**config.mk**
```make
export PLATFORM = sky130hd
export DESIGN_NAME = pip_back
export DESIGN_NICKNAME = d
export VERILOG_FILES = /design/src/hdl/pip_pkg.sv /design/src/hdl/pip_back.sv
export SDC_FILE = /design/constraint.sdc
export NUM_CORES = 2
export LEC_CHECK = 0
export BUFFER_PORTS_ARGS = -buffer_cell sky130_fd_sc_hd__buf_2
export CAP_MARGIN = 20
export CELL_PAD_IN_SITES_DETAIL_PLACEMENT = 1
export CELL_PAD_IN_SITES_GLOBAL_PLACEMENT = 1
export CORE_ASPECT_RATIO = 1.75
export CORE_MARGIN = 1.5
export CORE_UTILIZATION = 56
export CTS_CLUSTER_DIAMETER = 120
export CTS_CLUSTER_SIZE = 8
export DETAILED_ROUTE_END_ITERATION = 10
export PLACE_DENSITY_LB_ADDON = 0.1
export SKIP_LAST_GASP = 1
export SYNTH_ARGS = -nofsm -noshare
export SYNTH_HDL_FRONTEND = slang
export SYNTH_SLANG_ARGS = --single-unit
```
**constraint.sdc**
```tcl
create_clock -name clk_i -period 10.6 [get_ports clk_i]
set_clock_uncertainty 0.2 [all_clocks]
set_input_delay 1.06 -clock clk_i [delete_from_list [all_inputs] [get_ports clk_i]]
set_output_delay 1.06 -clock clk_i [all_outputs]
set_load 0.005 [all_outputs]
```
**src/hdl/pip_pkg.sv**
```systemverilog
`default_nettype none

package pip_pkg;

  localparam int unsigned COORD_WIDTH = 16;
  localparam int unsigned DIFF_WIDTH  = COORD_WIDTH + 1;
  localparam int unsigned PROD_WIDTH  = 2 * DIFF_WIDTH;
  localparam int unsigned QUEUE_DEPTH = 2;
  localparam int unsigned QUEUE_PTR_W = (QUEUE_DEPTH > 1) ? $clog2(QUEUE_DEPTH) : 1;
  localparam int unsigned QUEUE_CNT_W = $clog2(QUEUE_DEPTH + 1);

  typedef logic signed [COORD_WIDTH-1:0] coord_t;
  typedef logic signed [DIFF_WIDTH-1:0]  diff_t;
  typedef logic signed [PROD_WIDTH-1:0]  prod_t;

  typedef enum logic [1:0] {
    DEC_BOX    = 2'd0,
    DEC_VERTEX = 2'd1,
    DEC_PARITY = 2'd2
  } dec_e;

  typedef struct packed {
    logic   first;
    logic   last;
    coord_t point_x;
    coord_t point_y;
    coord_t box_x_low;
    coord_t box_y_low;
    coord_t box_x_high;
    coord_t box_y_high;
    coord_t vertex_x;
    coord_t vertex_y;
  } in_item_t;

  typedef struct packed {
    logic inside_res;
    dec_e decided_by;
  } out_item_t;

  typedef struct packed {
    logic   en;
    coord_t cx;
    coord_t cy;
    coord_t ox;
    coord_t oy;
  } edge_t;

  typedef struct packed {
    logic   clr;
    logic   emit;
    logic   early;
    dec_e   code;
    coord_t qx;
    coord_t qy;
    edge_t  e1;
    edge_t  e2;
  } job_t;

  typedef struct packed {
    logic  hit;
    logic  up;
    logic  dn;
    prod_t p1;
    prod_t p2;
  } prep_t;

  typedef struct packed {
    logic  clr;
    logic  emit;
    logic  early;
    dec_e  code;
    prep_t x1;
    prep_t x2;
  } stage_t;

  function automatic diff_t sub_ext(coord_t a, coord_t b);
    diff_t wa;
    diff_t wb;
    wa = $signed({a[COORD_WIDTH-1], a});
    wb = $signed({b[COORD_WIDTH-1], b});
    return wa - wb;
  endfunction

  function automatic prep_t crossing_prep(edge_t e, coord_t x, coord_t y);
    prep_t  p;
    coord_t cx;
    coord_t cy;
    coord_t ox;
    coord_t oy;
    diff_t  da;
    diff_t  db;
    diff_t  dc;
    diff_t  dd;
    cx = e.cx;
    cy = e.cy;
    ox = e.ox;
    oy = e.oy;
    da = sub_ext(ox, cx);
    db = sub_ext(y, cy);
    dc = sub_ext(oy, cy);
    dd = sub_ext(x, cx);
    p.hit = e.en && ((cy >= y && oy <= y) || (cy <= y && oy >= y));
    p.up  = oy > cy;
    p.dn  = oy < cy;
    p.p1  = da * db;
    p.p2  = dc * dd;
    return p;
  endfunction

  function automatic logic crossing_eval(prep_t p);
    prod_t p1;
    prod_t p2;
    p1 = p.p1;
    p2 = p.p2;
    return p.hit && ((p.up && p1 > p2) || (p.dn && p1 < p2));
  endfunction

endpackage

`default_nettype wire

```
**src/hdl/pip_back.sv**
```systemverilog
`default_nettype none

module pip_back (
  input  wire                 clk_i,
  input  wire                 rst_ni,
  input  wire                 job_valid_i,
  input  pip_pkg::job_t       job_i,
  output logic                pop_o,
  output logic                out_valid_o,
  input  wire                 out_stall_i,
  output pip_pkg::out_item_t  out_item_o
);

  logic                s1_valid_q, s1_valid_d;
  pip_pkg::stage_t     s1_q, s1_d;
  logic                par_q, par_d;
  logic                out_valid_q, out_valid_d;
  pip_pkg::out_item_t  out_q, out_d;

  logic out_free, s1_go, s1_load, x1, x2, par_run;

  assign out_free = !out_valid_q || !out_stall_i;
  assign s1_go    = s1_valid_q && (!s1_q.emit || out_free);
  assign s1_load  = !s1_valid_q || s1_go;
  assign pop_o    = job_valid_i && s1_load;

  assign x1      = pip_pkg::crossing_eval(s1_q.x1);
  assign x2      = pip_pkg::crossing_eval(s1_q.x2);
  assign par_run = (s1_q.clr ? 1'b0 : par_q) ^ x1;

  always_comb begin
    s1_d.clr   = job_i.clr;
    s1_d.emit  = job_i.emit;
    s1_d.early = job_i.early;
    s1_d.code  = job_i.code;
    s1_d.x1    = pip_pkg::crossing_prep(job_i.e1, job_i.qx, job_i.qy);
    s1_d.x2    = pip_pkg::crossing_prep(job_i.e2, job_i.qx, job_i.qy);
    s1_valid_d = s1_load ? job_valid_i : s1_valid_q;
    par_d      = s1_go ? par_run : par_q;

    out_d       = out_q;
    out_valid_d = out_valid_q && out_stall_i;
    if (s1_go && s1_q.emit) begin
      out_valid_d = 1'b1;
      if (s1_q.early) begin
        out_d.inside_res = s1_q.code == pip_pkg::DEC_VERTEX;
        out_d.decided_by = s1_q.code;
      end else begin
        out_d.inside_res = par_run ^ x2;
        out_d.decided_by = pip_pkg::DEC_PARITY;
      end
    end
  end

  always_ff @(posedge clk_i or negedge rst_ni) begin
    if (!rst_ni) begin
      s1_valid_q  <= 1'b0;
      par_q       <= 1'b0;
      out_valid_q <= 1'b0;
    end else begin
      s1_valid_q  <= s1_valid_d;
      par_q       <= par_d;
      out_valid_q <= out_valid_d;
    end
  end

  always_ff @(posedge clk_i) begin
    if (pop_o) begin
      s1_q <= s1_d;
    end
    out_q <= out_d;
  end

  assign out_valid_o = out_valid_q;
  assign out_item_o  = out_q;

`ifndef SYNTH
  a_box_outside: assert property (@(posedge clk_i) disable iff (!rst_ni)
    out_valid_o && out_item_o.decided_by == pip_pkg::DEC_BOX |-> !out_item_o.inside_res)
    else $error("box decision reported inside");
  a_vertex_inside: assert property (@(posedge clk_i) disable iff (!rst_ni)
    out_valid_o && out_item_o.decided_by == pip_pkg::DEC_VERTEX |-> out_item_o.inside_res)
    else $error("vertex decision reported outside");
  a_hold_result: assert property (@(posedge clk_i) disable iff (!rst_ni)
    s1_valid_q && s1_q.emit && out_valid_q && out_stall_i |=> s1_valid_q)
    else $error("pending result dropped while output busy");
`endif

endmodule

`default_nettype wire

```
# [Word-level counts from Yosys, hierarchy flattened]
# Cells that the tools add are included.
[op_classes] n_eq_ne=1 n_addsub=8 n_mul=4 order_cmp=16 reduce_logical=27 bitwise_logic=2 n_mux=3
[op_table] op="17-bit by 17-bit multiplier with 34-bit output" count=4
[op_table] op="16-bit by 16-bit subtractor with 17-bit output" count=8
[op_table] op="34-bit > comparator" count=2
[op_table] op="34-bit < comparator" count=2
[op_table] op="16-bit greater-or-equal comparator" count=4
[op_table] op="16-bit less-or-equal comparator" count=4
[op_table] op="16-bit > comparator" count=2
[op_table] op="16-bit < comparator" count=2
[op_table] op="1-bit logical AND" count=16
[op_table] op="1-bit logical OR" count=7
[op_table] op="1-bit zero test" count=4
[op_table] op="3-bit two-way mux" count=1
[op_table] op="2-bit by 1-bit == test with 1-bit output (second input constant)" count=1
[op_table] op="1-bit two-way mux" count=2
[op_table] op="1-bit bitwise XOR" count=2
[word_totals] output_inout_bits=5 in_bits=171 reg_bits=153 word_cells=80

# [Logic depth before layout (Yosys ltp)]
[depth] depth_word=7 mapped_depth=36 depth_no_buf=35

# [Worst setup path after synthesis]
# No wires, ideal clock.
[synth_path] path_type="input to register" startpoint="in job_i[16] (netlist name)" endpoint="reg s1_q[66] (netlist name), data pin" path_slack_ps=1286 path_buffers=1 arrival_ps=8857 required_ps=10142 setup_ps=258 cell_stages=35 path_cell_list="inv_1 ha_1 inv_1 fa_1 a21o_1 a21oi_2 o21ai_1 a31o_2 a31o_2 a211oi_2 o21bai_1 xor2_1 buf_2 nand2_1 fa_1 inv_1 fa_1 inv_1 fa_1 inv_1 fa_1 fa_1 inv_1 fa_1 inv_1 ha_1 and4_1 a21o_1 o31a_1 a311oi_2 o211ai_1 a211oi_2 o21bai_1 a21oi_1 xnor2_1"
[synth_rtl] item="start, declared" line_no="pip_back.sv:7" text="input pip_pkg::job_t job_i,"
[synth_rtl] item="end signal, assigned" line_no="pip_back.sv:69" text="s1_q <= s1_d;"
[synth_rtl] item="end, declared" line_no="pip_back.sv:15" text="pip_pkg::stage_t s1_q, s1_d;"

==> metrics <==
status=completed; Post-Synthesis Cell Area=56410 µm²; CTS H-tree lvls=4; Die Y-Extent=422.9 µm; CTS tree=done; crit path from=job_i[49]; Clock Latency Late Sink=0.48 ns; async set or reset register ratio after synthesis=1.961%; maxcap violations=0; largest net degree at the start of global routing=55; die width=242.9 µm; DRC viols=0; Worst-path clk slew=0.08 ns; count leader, synth=inv_1; worst r2r src=s1_q[37]; CTS sink cnt=153; Port Buffers=175; layout cells sized above 1=7.387%; design area=60420 µm²; max frequency=98.46 MHz; Die ar.=102700 µm²; first-pass GRT wire length=314600 µm; drt first-iter violations=2790; WS Path Type=input pin to flip-flop; GR Util All Layers=41.79%; minimum clock period=10.16 ns; via count=46480; fin nets=8364; met2 Usage GRT=74.22%; first-pass detailed-route iteration total=5; Mapped Nets=8118; Slew headroom=16.36%; Hold Violations, Final=0; final std cells w/o fill=7764; final worst-path cycle share=95.82%; Placed Instances=7727; vias in the first global route=54580; Netlist cell types=99; Setup crit end kind=flip-flop; final setup TNS=0 ns; WL/cell=26.83 µm; Final Setup Violations=0; Worst Reg-to-Reg Cells=10; GRT busiest layer=met2; CP max stage cell=xor2_1; Routed WL=208300 µm; Slew @ Worst Pin=1.246 ns; grt total ovfl=0; floorplan row count=153; Syn Inst Count=6185; GPL Wtd Cong=1.033; RSZ-0062 raised after global routing=false; max incr delay on CP=0.62 ns; dpl hpwl=181000 µm; Core ar.=99550 µm²; Root Driver=clkbuf_16; r2r setup slk=6.38 ns; Avg Inst Size Synth=9.121 µm²; capturing point of the worst reg2reg path=out_item_o[2]; GR Util met3=6.859%; post-synth top area cell=fa_1; Most used DFF post-synth=edfxtp_1; Most common cell on crit path=fa_1; yosys warns=0; initial core utilization=56.67%; Req. time, crit path=10.69 ns; Yosys top cell area share=42.30%; EDFF count, synth=150; Critical Path Fanout Max=5; vias per cell=5.987; P&R area growth vs syn=7.108%; #FFs+latches synth=153; Area contributors post-synth=fa_1 (42%), ha_1 (13%), inv_1 (9.7%), edfxtp_1 (8.0%), nand2_1 (4.3%); Seq/Total Area, Yosys=8.117%; IO Count=176; Max Buffers Root-to-Sink=2; initial antenna violation count=14; max-slew violations=0; placed cell area=59830 µm²; Synth top cells by count=inv_1 (1455), fa_1 (1192), nand2_1 (640); antenna-violating nets left=0; startpoint types=input pin; Global Route met1 Usage=39.71%; CP Data Arrival Time=10.25 ns; Num CTS Buffers=17; Hold WC Path Type=input pin to async pin
-- per-stage QoR --
stage	setup WS [ns]	hold slack, ns	util, %
2_1_floorplan	1.286	0.2702	-
3_3_place_gp	0.2522	0.2814	60.08
3_5_place_dp	0.09601	0.3161	60.10
4_1_cts	0.5809	0.1366	60.66
5_1_grt	0.1069	0.1418	60.69
6_report	0.4433	0.1546	60.70
-- timing repair --
item,CTS,global route
hold buffers,0,0
hold endpoints to repair,0,0
gates resized for setup,0,1
endpoints found under the setup margin,0,1
setup buffers,0,0
-- layout by cell type, fill, tap and decap left out, types with 150 or more instances in the layout --
cell type  instances
a21oi_1          168
buf_2            175
buf_4            189
edfxtp_1         150
fa_1            1192
ha_1             570
inv_1           1455
nand2_1          640
nor2_1           512
xnor2_1          183
-- cell families after synthesis --
group	count (synthesis)	share of synthesized area, %
fa+ha+maj	1762	54.94
simple gates	1721	13.81
buf+inv	1596	10.71
compound gates	680	8.129
xor+xnor	264	4.125
flops	153	8.117
mux	9	0.1641
-- layer usage --
layer  wire, µm  part of all wire, %
met2     106300                   51
met5        100                0.048
met4      26340                   13
met3      11900                  5.7
met1      63620                   31
-- sequential cells by signal (all words and copies together) (netlist names) --
register,cells
out_item_o,3
out_valid_o,1
par_q,1
s1_q,147
s1_valid_q,1
-- cell type report --
cell class | count | area, µm²
timing repair buffer | 366 | 2322
clock inverter | 12 | 125.1
tap | 1317 | 1648
antenna | 3 | 7.507
multi-input combinational | 4436 | 45840
inverter | 1457 | 5469
fill | 11760 | 39120
clock buffer | 20 | 436.7
sequential | 153 | 4579
-- how the worst max path moves through the flow --
stage / endpoint / slack (ns)
6_report: s1_q[67] / 0.44
5_1_grt: s1_q[138] / 0.11
4_1_cts: s1_q[65] / 0.58
3_5_place_dp: s1_q[65] / 0.1
3_3_place_gp: s1_q[65] / 0.25
2_1_floorplan: s1_q[66] / 1.29
-- worst max-delay path: cells and delay by family --
family                   cells  cell delay, ns
adder cells (fa/ha/maj)      8            3.71
AND/OR/NAND/NOR              4            0.76
AO/OA/AOI/OAI               12            3.33
XOR/XNOR                     2            0.92
buffers and inverters        5            0.45
Power is left out: the tool's default activity adds up to more than one toggle a clock period on the data nets, which glitch-free logic cannot reach.
